File: config.mk
export PLATFORM = sky130hd
export DESIGN_NAME = utf16_to_utf8_encoder_flat
export DESIGN_NICKNAME = d
export VERILOG_FILES = /design/src/rtl/u16u8_pkg.sv /design/src/rtl/u16u8_in_if.sv /design/src/rtl/u16u8_out_if.sv /design/src/rtl/u16u8_front.sv /design/src/rtl/u16u8_queue.sv /design/src/rtl/u16u8_back.sv /design/src/rtl/utf16_to_utf8_encoder.sv /design/src/flat_wrapper.sv
export SDC_FILE = /design/constraint.sdc
export NUM_CORES = 1
export LEC_CHECK = 0
export ABC_AREA = 1
export BUFFER_PORTS_ARGS = -buffer_cell sky130_fd_sc_hd__buf_2
export CELL_PAD_IN_SITES_DETAIL_PLACEMENT = 1
export CELL_PAD_IN_SITES_GLOBAL_PLACEMENT = 2
export CORE_UTILIZATION = 30
export CTS_CLUSTER_DIAMETER = 80
export DETAILED_ROUTE_END_ITERATION = 10
export PLACE_DENSITY_LB_ADDON = 0.1
export SETUP_SLACK_MARGIN = 0.5
export SLEW_MARGIN = 10
export SYNTH_ARGS = -nofsm -noshare
export SYNTH_HDL_FRONTEND = slang
export SYNTH_SLANG_ARGS = --single-unit
File: constraint.sdc
create_clock -name clk -period 4.35 [get_ports clk]
set_input_delay 0 -clock clk [delete_from_list [all_inputs] [get_ports clk]]
set_output_delay 0 -clock clk [all_outputs]
set_load 0.05 [all_outputs]
File: src/rtl/u16u8_pkg.sv
// ----------------------------------------------------------------------------
// u16u8_pkg
// Shared types, constants and byte-forming helpers for the UTF-16 to UTF-8
// encoder.
// ----------------------------------------------------------------------------
package u16u8_pkg;

  localparam int MaxBytes = 6;
  localparam int CountW   = 3;

  localparam logic [15:0] MaskAscii = 16'hFF80;
  localparam logic [15:0] MaskTwo   = 16'hF800;
  localparam logic [15:0] MaskSurr  = 16'hFC00;
  localparam logic [15:0] HighSurr  = 16'hD800;
  localparam logic [15:0] LowSurr   = 16'hDC00;

  localparam logic [7:0] Lead4 = 8'hF0;
  localparam logic [7:0] Lead3 = 8'hE0;
  localparam logic [7:0] Lead2 = 8'hC0;
  localparam logic [7:0] Cont  = 8'h80;
  localparam logic [7:0] Six   = 8'h3F;

  typedef logic [2:0][7:0] byte3_t;

  // One pending run of bytes; entry 0 goes out first.
  typedef struct packed {
    logic [MaxBytes-1:0][7:0] bytes;
    logic [CountW-1:0]        count;
  } job_t;

  typedef struct packed {
    logic full;
    logic empty;
  } q_status_t;

  function automatic byte3_t three_byte(input logic [15:0] u);
    byte3_t b;
    b[0] = {4'h0, u[15:12]} | Lead3;
    b[1] = ({2'b00, u[11:6]} & Six) | Cont;
    b[2] = ({2'b00, u[5:0]} & Six) | Cont;
    return b;
  endfunction

endpackage

File: src/rtl/u16u8_in_if.sv
// ----------------------------------------------------------------------------
// u16u8_in_if
// Channel carrying one UTF-16 code unit per word.
// ----------------------------------------------------------------------------
interface u16u8_in_if;
  logic        valid;
  logic        ready;
  logic [15:0] code_unit;

  modport source (output valid, output code_unit, input ready);
  modport sink (input valid, input code_unit, output ready);
endinterface

File: src/rtl/u16u8_out_if.sv
// ----------------------------------------------------------------------------
// u16u8_out_if
// Channel carrying one UTF-8 byte per word, flagged on the last of a run.
// ----------------------------------------------------------------------------
interface u16u8_out_if;
  logic       valid;
  logic       ready;
  logic [7:0] out_byte;
  logic       last_of_run;

  modport source (output valid, output out_byte, output last_of_run, input ready);
  modport sink (input valid, input out_byte, input last_of_run, output ready);
endinterface

File: src/rtl/u16u8_front.sv
// ----------------------------------------------------------------------------
// u16u8_front
// Accepts code units, tracks a held high surrogate and turns each other unit
// into a run of bytes for the queue.
// ----------------------------------------------------------------------------
module u16u8_front
  import u16u8_pkg::*;
(
  input  logic       clk,
  input  logic       rst,
  u16u8_in_if.sink   code,
  input  q_status_t  qs,
  output logic       push,
  output job_t       job
);

  logic        held_valid;
  logic [15:0] held_high_unit;
  logic        held_valid_next;

  logic [15:0] u;
  logic        is_low;
  logic        is_high;
  logic        accept;
  logic [20:0] cp;
  byte3_t      new_bytes;
  logic [CountW-1:0] new_cnt;

  assign u          = code.code_unit;
  assign code.ready = !qs.full;
  assign accept     = code.valid && code.ready;
  assign is_low     = (u & MaskSurr) == LowSurr;
  assign is_high    = (u & MaskSurr) == HighSurr;
  assign cp         = 21'h10000 + {1'b0, held_high_unit[9:0], u[9:0]};

  always_comb begin
    new_bytes = '0;
    new_cnt   = '0;
    if (u == 16'd0) begin
      new_cnt = CountW'(1);
    end else if (is_high) begin
      new_cnt = '0;
    end else if ((u & MaskAscii) == 16'd0) begin
      new_bytes[0] = u[7:0];
      new_cnt      = CountW'(1);
    end else if ((u & MaskTwo) == 16'd0) begin
      new_bytes[0] = {3'b000, u[10:6]} | Lead2;
      new_bytes[1] = ({2'b00, u[5:0]} & Six) | Cont;
      new_cnt      = CountW'(2);
    end else begin
      new_bytes = three_byte(u);
      new_cnt   = CountW'(3);
    end
  end

  always_comb begin
    job             = '0;
    held_valid_next = held_valid;
    if (held_valid && is_low) begin
      job.bytes[0]    = {5'd0, cp[20:18]} | Lead4;
      job.bytes[1]    = {2'b00, cp[17:12]} | Cont;
      job.bytes[2]    = {2'b00, cp[11:6]} | Cont;
      job.bytes[3]    = {2'b00, cp[5:0]} | Cont;
      job.count       = CountW'(4);
      held_valid_next = 1'b0;
    end else begin
      // A held unit that is not completed goes out first as its own 3-byte form.
      if (held_valid) begin
        job.bytes[2:0] = three_byte(held_high_unit);
        job.bytes[5:3] = new_bytes;
        job.count      = new_cnt + CountW'(3);
      end else begin
        job.bytes[2:0] = new_bytes;
        job.count      = new_cnt;
      end
      held_valid_next = is_high;
    end
  end

  assign push = accept && (job.count != '0);

  always_ff @(posedge clk) begin
    if (rst) begin
      held_valid     <= 1'b0;
      held_high_unit <= '0;
    end else if (accept) begin
      held_valid <= held_valid_next;
      if (is_high) begin
        held_high_unit <= u;
      end
    end
  end

endmodule

File: src/rtl/u16u8_queue.sv
// ----------------------------------------------------------------------------
// u16u8_queue
// Short first-in first-out queue of byte runs between front and back.
// ----------------------------------------------------------------------------
module u16u8_queue
  import u16u8_pkg::*;
#(
  parameter int DEPTH = 2
) (
  input  logic      clk,
  input  logic      rst,
  input  logic      push,
  input  job_t      push_job,
  input  logic      pop,
  output job_t      head,
  output q_status_t qs
);

  localparam int PtrW = (DEPTH > 1) ? $clog2(DEPTH) : 1;
  localparam int CntW = $clog2(DEPTH + 1);

  job_t            mem [DEPTH];
  logic [PtrW-1:0] wr_ptr;
  logic [PtrW-1:0] rd_ptr;
  logic [CntW-1:0] cnt;

  assign qs.full  = cnt == CntW'(DEPTH);
  assign qs.empty = cnt == '0;
  assign head     = mem[rd_ptr];

  always_ff @(posedge clk) begin
    if (push) begin
      mem[wr_ptr] <= push_job;
    end
  end

  always_ff @(posedge clk) begin
    if (rst) begin
      wr_ptr <= '0;
      rd_ptr <= '0;
      cnt    <= '0;
    end else begin
      if (push) begin
        wr_ptr <= (wr_ptr == PtrW'(DEPTH - 1)) ? '0 : wr_ptr + PtrW'(1);
      end
      if (pop) begin
        rd_ptr <= (rd_ptr == PtrW'(DEPTH - 1)) ? '0 : rd_ptr + PtrW'(1);
      end
      if (push && !pop) begin
        cnt <= cnt + CntW'(1);
      end else if (pop && !push) begin
        cnt <= cnt - CntW'(1);
      end
    end
  end

endmodule

File: src/rtl/u16u8_back.sv
// ----------------------------------------------------------------------------
// u16u8_back
// Takes byte runs from the queue and sends them out one byte per word.
// ----------------------------------------------------------------------------
module u16u8_back
  import u16u8_pkg::*;
(
  input  logic       clk,
  input  logic       rst,
  input  job_t       head,
  input  q_status_t  qs,
  output logic       pop,
  u16u8_out_if.source utf8
);

  job_t              cur;
  logic              active;
  logic [CountW-1:0] idx;
  logic              last;
  logic              fire;

  assign last             = idx == (cur.count - CountW'(1));
  assign fire             = active && utf8.ready;
  assign utf8.valid       = active;
  assign utf8.out_byte    = cur.bytes[idx];
  assign utf8.last_of_run = last;

  // The next run loads on the same edge the final byte of this one leaves.
  assign pop = !qs.empty && (!active || (fire && last));

  always_ff @(posedge clk) begin
    if (pop) begin
      cur <= head;
    end
  end

  always_ff @(posedge clk) begin
    if (rst) begin
      active <= 1'b0;
      idx    <= '0;
    end else if (pop) begin
      active <= 1'b1;
      idx    <= '0;
    end else if (fire) begin
      if (last) begin
        active <= 1'b0;
        idx    <= '0;
      end else begin
        idx <= idx + CountW'(1);
      end
    end
  end

endmodule

File: src/rtl/utf16_to_utf8_encoder.sv
// ----------------------------------------------------------------------------
// utf16_to_utf8_encoder
// UTF-16 code units in, UTF-8 bytes out, with surrogate pairing.
// ----------------------------------------------------------------------------
// Each accepted code unit yields a run of bytes: one for ASCII or the zero
// terminator, two or three for other units, four for a completed surrogate
// pair, and up to six when an unpaired high surrogate is flushed ahead of the
// new unit; a held high surrogate yields no bytes. The output register sends
// one byte per cycle while the receiver is ready and loads the next run on
// the edge the last byte leaves. Input is taken in the same cycle it arrives
// while the run queue (QUEUE_DEPTH entries) has room, so new units are taken
// while earlier runs are still going out. The last byte of each unit's run
// has last_of_run set.
// ----------------------------------------------------------------------------
module utf16_to_utf8_encoder
  import u16u8_pkg::*;
#(
  parameter int QUEUE_DEPTH = 2
) (
  input logic          clk,
  input logic          rst,
  u16u8_in_if.sink     code,
  u16u8_out_if.source  utf8
);

  logic      push;
  logic      pop;
  job_t      push_job;
  job_t      head;
  q_status_t qs;

  u16u8_front u_front (
    .clk  (clk),
    .rst  (rst),
    .code (code),
    .qs   (qs),
    .push (push),
    .job  (push_job)
  );

  u16u8_queue #(.DEPTH(QUEUE_DEPTH)) u_queue (
    .clk      (clk),
    .rst      (rst),
    .push     (push),
    .push_job (push_job),
    .pop      (pop),
    .head     (head),
    .qs       (qs)
  );

  u16u8_back u_back (
    .clk  (clk),
    .rst  (rst),
    .head (head),
    .qs   (qs),
    .pop  (pop),
    .utf8 (utf8)
  );

  a_q_sane: assert property (@(posedge clk) disable iff (rst)
    !(qs.full && qs.empty))
    else $error("queue reports full and empty at once");

  a_pop_nonempty: assert property (@(posedge clk) disable iff (rst)
    pop |-> !qs.empty)
    else $error("run taken from an empty queue");

  a_run_continues: assert property (@(posedge clk) disable iff (rst)
    (utf8.valid && utf8.ready && !utf8.last_of_run) |=> utf8.valid)
    else $error("byte run broken before its last byte");

  a_ready_room: assert property (@(posedge clk) disable iff (rst)
    code.ready == !qs.full)
    else $error("input ready does not follow queue room");

endmodule

File: src/flat_wrapper.sv
// flat-port wrapper written by rule: the top's interface ports become plain ports
module utf16_to_utf8_encoder_flat import u16u8_pkg::*;
#(
  parameter int QUEUE_DEPTH = 2
)
  (clk, rst, code_valid, code_code_unit, code_ready, utf8_valid, utf8_out_byte, utf8_last_of_run, utf8_ready);
  u16u8_in_if code_i ();
  u16u8_out_if utf8_i ();
  input logic clk;
  input logic rst;
  input wire logic [$bits(code_i.valid)-1:0] code_valid;
  input wire logic [$bits(code_i.code_unit)-1:0] code_code_unit;
  output wire logic [$bits(code_i.ready)-1:0] code_ready;
  output wire logic [$bits(utf8_i.valid)-1:0] utf8_valid;
  output wire logic [$bits(utf8_i.out_byte)-1:0] utf8_out_byte;
  output wire logic [$bits(utf8_i.last_of_run)-1:0] utf8_last_of_run;
  input wire logic [$bits(utf8_i.ready)-1:0] utf8_ready;
  assign code_i.valid = code_valid;
  assign code_i.code_unit = code_code_unit;
  assign code_ready = code_i.ready;
  assign utf8_valid = utf8_i.valid;
  assign utf8_out_byte = utf8_i.out_byte;
  assign utf8_last_of_run = utf8_i.last_of_run;
  assign utf8_i.ready = utf8_ready;
  utf16_to_utf8_encoder #(.QUEUE_DEPTH(QUEUE_DEPTH)) u_core (.clk(clk), .rst(rst), .code(code_i), .utf8(utf8_i));
endmodule
---- Word level (Yosys, flattened, before mapping) ----
Memories as Yosys holds them, arrays and structs flattened. A register that Yosys moved wholly into a read port is not among the register bits.
Index checks and enable logic that the tools add are counted.
word-level totals
  word-level logic and storage cells ...... 73
  output and inout port bits .............. 11
  memories ................................ 1
  bits of input ports ..................... 20
  flip-flop bits (word level) ............. 25
  RAM bits ................................ 102
memories
  memory              depth  bits a word  read ports  clocked after memory_dff  wr ports  RTL line           RTL
  u_core.u_queue.mem  2      51           1           1                         1         u16u8_queue.sv:22  job_t mem [DEPTH];
cells by class
  muxes and demuxes ....................... 27
  equality and inequality tests ........... 4
  order comparisons ....................... 1
  reductions and logical operators ........ 25
  $add $sub $neg .......................... 8
operators with widths
  cell                                                                   number
  24-bit 2-to-1 mux                                                      3
  16-bit logical NOT                                                     3
  35-bit 2-to-1 mux                                                      1
  16-bit 2-to-1 mux                                                      2
  27-bit 2-to-1 mux                                                      1
  8-bit binary-select mux with 3-bit select                              1
  8-bit 2-to-1 mux                                                       3
  17-bit by 20-bit adder with 21-bit output (first input constant)       1
  14-bit 2-to-1 mux                                                      1
  6-bit equality test (second input constant)                            2
  3-bit 2-to-1 mux                                                       4
  1-bit 2-to-1 mux                                                       9
  1-bit logical AND                                                      8
  2-bit nonzero test                                                     3
  1-bit logical NOT                                                      5
  3-bit by 4-bit < comparator with 1-bit output (second input constant)  1
  2-bit 2-to-1 mux                                                       2
  2-bit AND reduction                                                    2
  3-bit by 1-bit adder with 3-bit output (second input constant)         1
  3-bit by 2-bit adder with 3-bit output (second input constant)         1
  3-bit equality test                                                    1
  3-bit nonzero test                                                     1
  3-bit by 1-bit subtractor with 3-bit output (second input constant)    1
  1-bit adder (second input constant)                                    2
  6 further kinds                                                        6

---- Logic depth before layout (Yosys ltp) ----
  depth in word-level cells ............... 14
  mapped depth ............................ 18
  depth with buffers taken out ............ 18

---- Hierarchy ----
A second synthesis with hierarchy kept.
second synthesis, totals
  cell total of the unflattened synthesis .. 617
  area total of the unflattened synthesis .. 7917.6 um^2
by module, submodules not included
  module       cells an instance  instances  seq. area each (um^2)  area each (um^2)
  u16u8_queue  192                1          3163.0                 4162.7
  u16u8_back   183                1          1611.5                 2232.1
  u16u8_front  242                1          340.3                  1522.7

---- Worst setup path after synthesis ----
No wires, ideal clock.
  path type ............................... in2reg
  start ................................... input code_code_unit[14]
  end ..................................... memory u_core.u_queue.mem[0][0] (netlist bit), enable pin
  stages on the path ...................... 11
  buffers on the path ..................... 0
  required time ........................... 3.898 ns
  setup time .............................. 0.452 ns
  arrival time ............................ 3.165 ns
  setup slack ............................. 0.733 ns
  cell sequence ........................... nor2_2 -> nand3_4 -> o21ai_4 -> ha_1 -> nand2_1 -> inv_1 -> nor2_1 -> nand2_2 -> nand3_2 -> nand2_1 -> nor2_1
on the way
  cells in the longest elaborated chain, start to end .. 12
  elaborated cells on any way between the ends .. 17
  classes of those cells .................. add/sub (1); eq/ne (2); mux (8); reduce/logical (6)
RTL lines
  what                                        RTL line            RTL
  start, declared                             flat_wrapper.sv:12  input wire logic [$bits(code_i.code_unit)-1:0] code_code_unit;
  16-bit logical NOT                          u16u8_front.sv:46   end else if ((u & MaskTwo) == 16'd0) begin
  1-bit 2-to-1 mux                            u16u8_front.sv:46
  3-bit 2-to-1 mux                            u16u8_front.sv:43   end else if ((u & MaskAscii) == 16'd0) begin
  3-bit 2-to-1 mux                            u16u8_front.sv:41   end else if (is_high) begin
  3-bit 2-to-1 mux                            u16u8_front.sv:39   if (u == 16'd0) begin
  3-bit by 2-bit adder with 3-bit output      u16u8_front.sv:71   job.count = new_cnt + CountW'(3);
  27-bit 2-to-1 mux                           u16u8_front.sv:68   if (held_valid) begin
  35-bit 2-to-1 mux (*)                       u16u8_front.sv:59   if (held_valid && is_low) begin
  3-bit nonzero test (*)                      u16u8_front.sv:80   assign push = accept && (job.count != '0);
  1-bit logical AND (*)                       u16u8_front.sv:80
  1-bit 2-to-1 mux (*)                        u16u8_queue.sv:32   if (push) begin
  1-bit 2-to-1 mux (implied by the code) (*)  u16u8_queue.sv:33   mem[wr_ptr] <= push_job;
  end, declared                               u16u8_queue.sv:22
Mark *: on every way between the ends. The rest lies on a longest branch, timed or not.

---- Worst setup path in the final report ----
  start ................................... register u_core.u_front.held_valid
  end ..................................... register u_core.u_queue.cnt[1]
on the way
  cells in the longest elaborated chain, start to end .. 7
  elaborated cells on any way between the ends .. 10
  classes of those cells .................. mux (3); reduce/logical (7)
RTL lines
  what                                                           RTL line                              RTL
  start, declared                                                u16u8_front.sv:17                     logic held_valid;
  start signal, assigned                                         u16u8_front.sv:87                     held_valid <= held_valid_next;
  27-bit 2-to-1 mux / 1-bit logical AND (equally long branches)  u16u8_front.sv:68, u16u8_front.sv:59
  35-bit 2-to-1 mux (*)                                          u16u8_front.sv:59
  3-bit nonzero test (*)                                         u16u8_front.sv:80
  1-bit logical AND (*)                                          u16u8_front.sv:80
  named net u_core.push                                          utf16_to_utf8_encoder.sv:26           logic push;
  1-bit logical NOT                                              u16u8_queue.sv:51                     end else if (pop && !push) begin
  1-bit logical AND                                              u16u8_queue.sv:51
  2-bit nonzero test (no line)                                   -
  end signal, assigned                                           u16u8_queue.sv:50                     cnt <= cnt + CntW'(1);
  end signal, assigned                                           u16u8_queue.sv:52                     cnt <= cnt - CntW'(1);
  end, declared                                                  u16u8_queue.sv:25                     logic [CntW-1:0] cnt;
The timed path passes the listed nets; every way through them passes the cells marked *.
A chain may end at the register's enable or synchronous reset.

==> summary by stage <==
Clocking
In this run, CTS created clock tree buffers numbering 17. Buffers inserted to repair hold after CTS numbered 12. TritonCTS built the clock tree. The number of gates resized after CTS is 0. The clock latency on the worst-skew pair is 0.42 ns.

The worst-case clock buffer depth is 2. The root cell of the clock tree is sky130_fd_sc_hd__clkbuf_16. Once the clock tree was built, the setup fixing pass inserted 0 buffers.

The maximum level of the CTS H-tree is 4. The TritonCTS sink count is 166. The clock slew at the register clock pins of the worst setup and hold paths is 0.07 ns.

Layout
The area growth from synthesis to layout is 16.8%. The final net count is 634. The number of antenna diodes in the final layout is 0. The utilization of the core after routing is 35.9%. Cells with a size suffix above 1 make up 22.2% of the layout.

Synthesis
The number of flops mapped to enable cells by yosys is ~140. The cell area after synthesis is 7010 sq um. Of the synthesized area, sequential elements account for 67.5%. The largest total area in the synthesized netlist belongs to sky130_fd_sc_hd__edfxtp_1. In this run, synthesis produced a sequential element count of 166. Sorting the synthesized cells by area gives the leading types as sky130_fd_sc_hd__edfxtp_1 60%, sky130_fd_sc_hd__mux2_2 7.5%, sky130_fd_sc_hd__dfxtp_1 7.1%, sky130_fd_sc_hd__nand2_1 3.7%, sky130_fd_sc_hd__o21ai_0 3.4%. Sorting the synthesized cells by how often they occur yields 141 x sky130_fd_sc_hd__edfxtp_1, 69 x sky130_fd_sc_hd__nand2_1, 57 x sky130_fd_sc_hd__nor2_1, 50 x sky130_fd_sc_hd__inv_1, 48 x sky130_fd_sc_hd__o21ai_0. Among all flip-flop cells after synthesis, the most frequent one is sky130_fd_sc_hd__edfxtp_1. The number of warnings reported in the yosys synthesis log is 0. The number of unique standard cell types used by synthesis is 35. In the post-synthesis netlist, the cell with the most instances is sky130_fd_sc_hd__edfxtp_1. Of all flip-flops after synthesis, the portion carrying an async set or reset was 0%. The cell count after synthesis came out at between 500 and 600. The top cell type's share of synthesized area is 60.4%. The average cell area after synthesis is 12.4 sq um. The net count of the mapped netlist is 590.

Timing
The number of max-slew violations in the final report is 0. Setup violations remaining at the end of the flow were counted as 0. For the pin with the worst max-slew slack, the measured transition is around 0.96 ns. The maximum clock rate is 334 MHz. In the finished design, the share of the clock period the worst path needs comes to 68.7%. The number of endpoints with negative hold slack in the final report is 0. Setup total negative slack on the finished layout was measured at 0 ns. The headroom to the max-slew limit is roughly 36%. Hold timing on the final database bottoms out at a slack of 0.0927 ns. The final critical delay including setup and external delays is ~3.0 ns. Setup repair after global routing left no endpoint under its margin.

The largest clock skew in the final design is 0.00856 ns.

Routing
Dividing the detail-routed wire length by the instance count gives 18.8 um. The detailed-route DRC error count is 0. The vias per cell is 4.59. The count of nets left with antenna violations after detail routing is 0. The total via count in the routed design is around 4300. The total routed wirelength is ~18000 um. The iteration-0 DRC count of the detailed router is 155. The first detailed-routing pass took 6 iterations.

Place
The congestion estimate from routability-driven global placement came to between 0.8 and 0.9. The total half-perimeter wirelength after legalization and detailed placement is approximately 13000 um. The number of port buffers is 30.

Worst setup path
The worst setup path is of the register to register kind. The critical path launch point type is a register. Across all register-to-register paths, the minimum setup slack is roughly 1.4 ns. The arrival time at the worst endpoint is 3.29 ns. The required time at the worst-slack endpoint is 4.65 ns. Of all nets on the critical path, the largest fanout is 26.

STA classifies the critical path endpoint as a register.

Die
After floorplanning, the core was divided into 55 placement rows. 31 I/O pins were placed. The die outline width is 155 um. The core region is roughly 23000 sq um. In this run the vertical extent of the chip is around 150 um.

The die outline area is 24000 sq um. The starting utilization of the core area is 30.8%.

Run
The count of max-cap constraint violations is 0.

Pwr
For this design the static power due to leakage is around 0.0029 uW. The maximum ir drop on the vdd rail is 0.279 mV. In this run the power density over the cells is 576 nW/um^2. Total power for the finished layout comes to 4710 uW.

Global routing
The global-route usage over all layers is 15.5%. The number of antenna violations at the first check in global routing is 0. The total grt overflow is 0. Entering global routing, the biggest net connects 50 pins. The number of global-route vias before repair is between 4000 and 5000. The first global-routing pass estimated between 20000 and 30000 um of wire.

Outcome
The run finished with clean final reports.

Worst hold path
The classification of the worst-slack hold path is input port to register.
[path summary, 6_finish.rpt]
kind                                                        from                                             end  cells past startpoint
setup reg to reg          u_core.u_front.held_valid$_SDFFE_PP0P_              u_core.u_queue.cnt[1]$_SDFFE_PP0P_                     15
hold / removal                                        code_valid              u_core.u_queue.wr_ptr$_SDFFE_PP0P_                      5
setup / recovery          u_core.u_front.held_valid$_SDFFE_PP0P_              u_core.u_queue.cnt[1]$_SDFFE_PP0P_                     15
hold reg to reg   u_core.u_front.held_high_unit[13]$_SDFFE_PP0P_  u_core.u_front.held_high_unit[13]$_SDFFE_PP0P_                      2
[worst max-delay path, stage by stage, from the launching register on]
cell and delay [ns]:
sky130_fd_sc_hd__dfxtp_1 0.61, sky130_fd_sc_hd__inv_2 0.31, sky130_fd_sc_hd__nor3_1 0.25, sky130_fd_sc_hd__nand2_1 0.07, sky130_fd_sc_hd__buf_4 0.20, sky130_fd_sc_hd__inv_2 0.18
sky130_fd_sc_hd__nor2_1 0.08, sky130_fd_sc_hd__nand2_2 0.09, sky130_fd_sc_hd__nand3_2 0.11, sky130_fd_sc_hd__nand2_1 0.15, sky130_fd_sc_hd__inv_1 0.07, sky130_fd_sc_hd__ha_1 0.31
sky130_fd_sc_hd__a21oi_1 0.12, sky130_fd_sc_hd__o21ai_0 0.12, sky130_fd_sc_hd__o21ai_0 0.16, sky130_fd_sc_hd__a21oi_1 0.05
[flip-flops by register name, summed over array words and instances, names as in the netlist]
register	count
u_core.u_back.cur	47
u_core.u_back.idx	3
u_core.u_back.utf8.valid	1
u_core.u_front.held_high_unit	16
u_core.u_front.held_valid	1
u_core.u_queue.cnt	2
u_core.u_queue.mem	94
u_core.u_queue.rd_ptr	1
u_core.u_queue.wr_ptr	1
[cell type report]
| cell class | count | area (sq um) |
|---|---|---|
| tap | 313 | 392 |
| sequential | 166 | 4740 |
| inverter | 56 | 210 |
| clock inverter | 15 | 144 |
| fill | 2438 | 14600 |
| timing repair buffer | 48 | 318 |
| multi-input combinational | 320 | 1960 |
| clock buffer | 17 | 425 |
[cells in the final DEF, fill, tap and decap left out, types with 4 or more instances in the layout]
cell	count
sky130_fd_sc_hd__clkbuf_16	17
sky130_fd_sc_hd__dfxtp_1	24
sky130_fd_sc_hd__ha_1	5
sky130_fd_sc_hd__nor2_1	56
sky130_fd_sc_hd__buf_2	30
sky130_fd_sc_hd__nor2_2	4
sky130_fd_sc_hd__buf_4	5
sky130_fd_sc_hd__mux2_2	47
sky130_fd_sc_hd__edfxtp_1	141
sky130_fd_sc_hd__dlygate4sd3_1	13
sky130_fd_sc_hd__o22ai_1	11
sky130_fd_sc_hd__inv_2	7
sky130_fd_sc_hd__nand3_1	5
sky130_fd_sc_hd__o32ai_1	7
sky130_fd_sc_hd__nand2_1	69
sky130_fd_sc_hd__o21ai_0	48
sky130_fd_sc_hd__nand2_2	5
sky130_fd_sc_hd__inv_6	5
sky130_fd_sc_hd__a21oi_1	27
sky130_fd_sc_hd__inv_1	48
sky130_fd_sc_hd__o221ai_1	4
sky130_fd_sc_hd__xor2_1	4
sky130_fd_sc_hd__o211ai_1	5
sky130_fd_sc_hd__o2111ai_1	6
[power by group]
group / switching (uW) / internal, uW
Combinational: 724 / 315
Sequential: 91.9 / 2150
Clock: 633 / 801
Total: 1450 / 3260
[stage by stage]
step | setup slack, ns | instances | instance area, sq um
global route | 1.08 | 935 | 8190
floorplan | 0.733 | 565 | 7010
global placement | 1.44 | 890 | 7490
finish | 1.36 | 935 | 8190
detailed placement | 1.37 | 890 | 7490
CTS | 1.37 | 934 | 8180
[layer usage]
layer	wire length (um)	GRT usage, %	share of wire [%]
met1	8990	21.9	51
met2	7860	23.6	45
met3	328	3.01	1.9
met4	384	5.70	2.2
met5	0	0	0
[logic make-up after synthesis]
group                    synth area share [%]
AO/OA/AOI/OAI                            9.65
XOR/XNOR                                0.624
adder cells (fa/ha/maj)                 0.892
buffers and inverters                    4.60
flip-flops                               67.5
multiplexers                             7.55
AND/OR/NAND/NOR                          9.17
No activity file was read; power rests on OpenSTA's default activity.
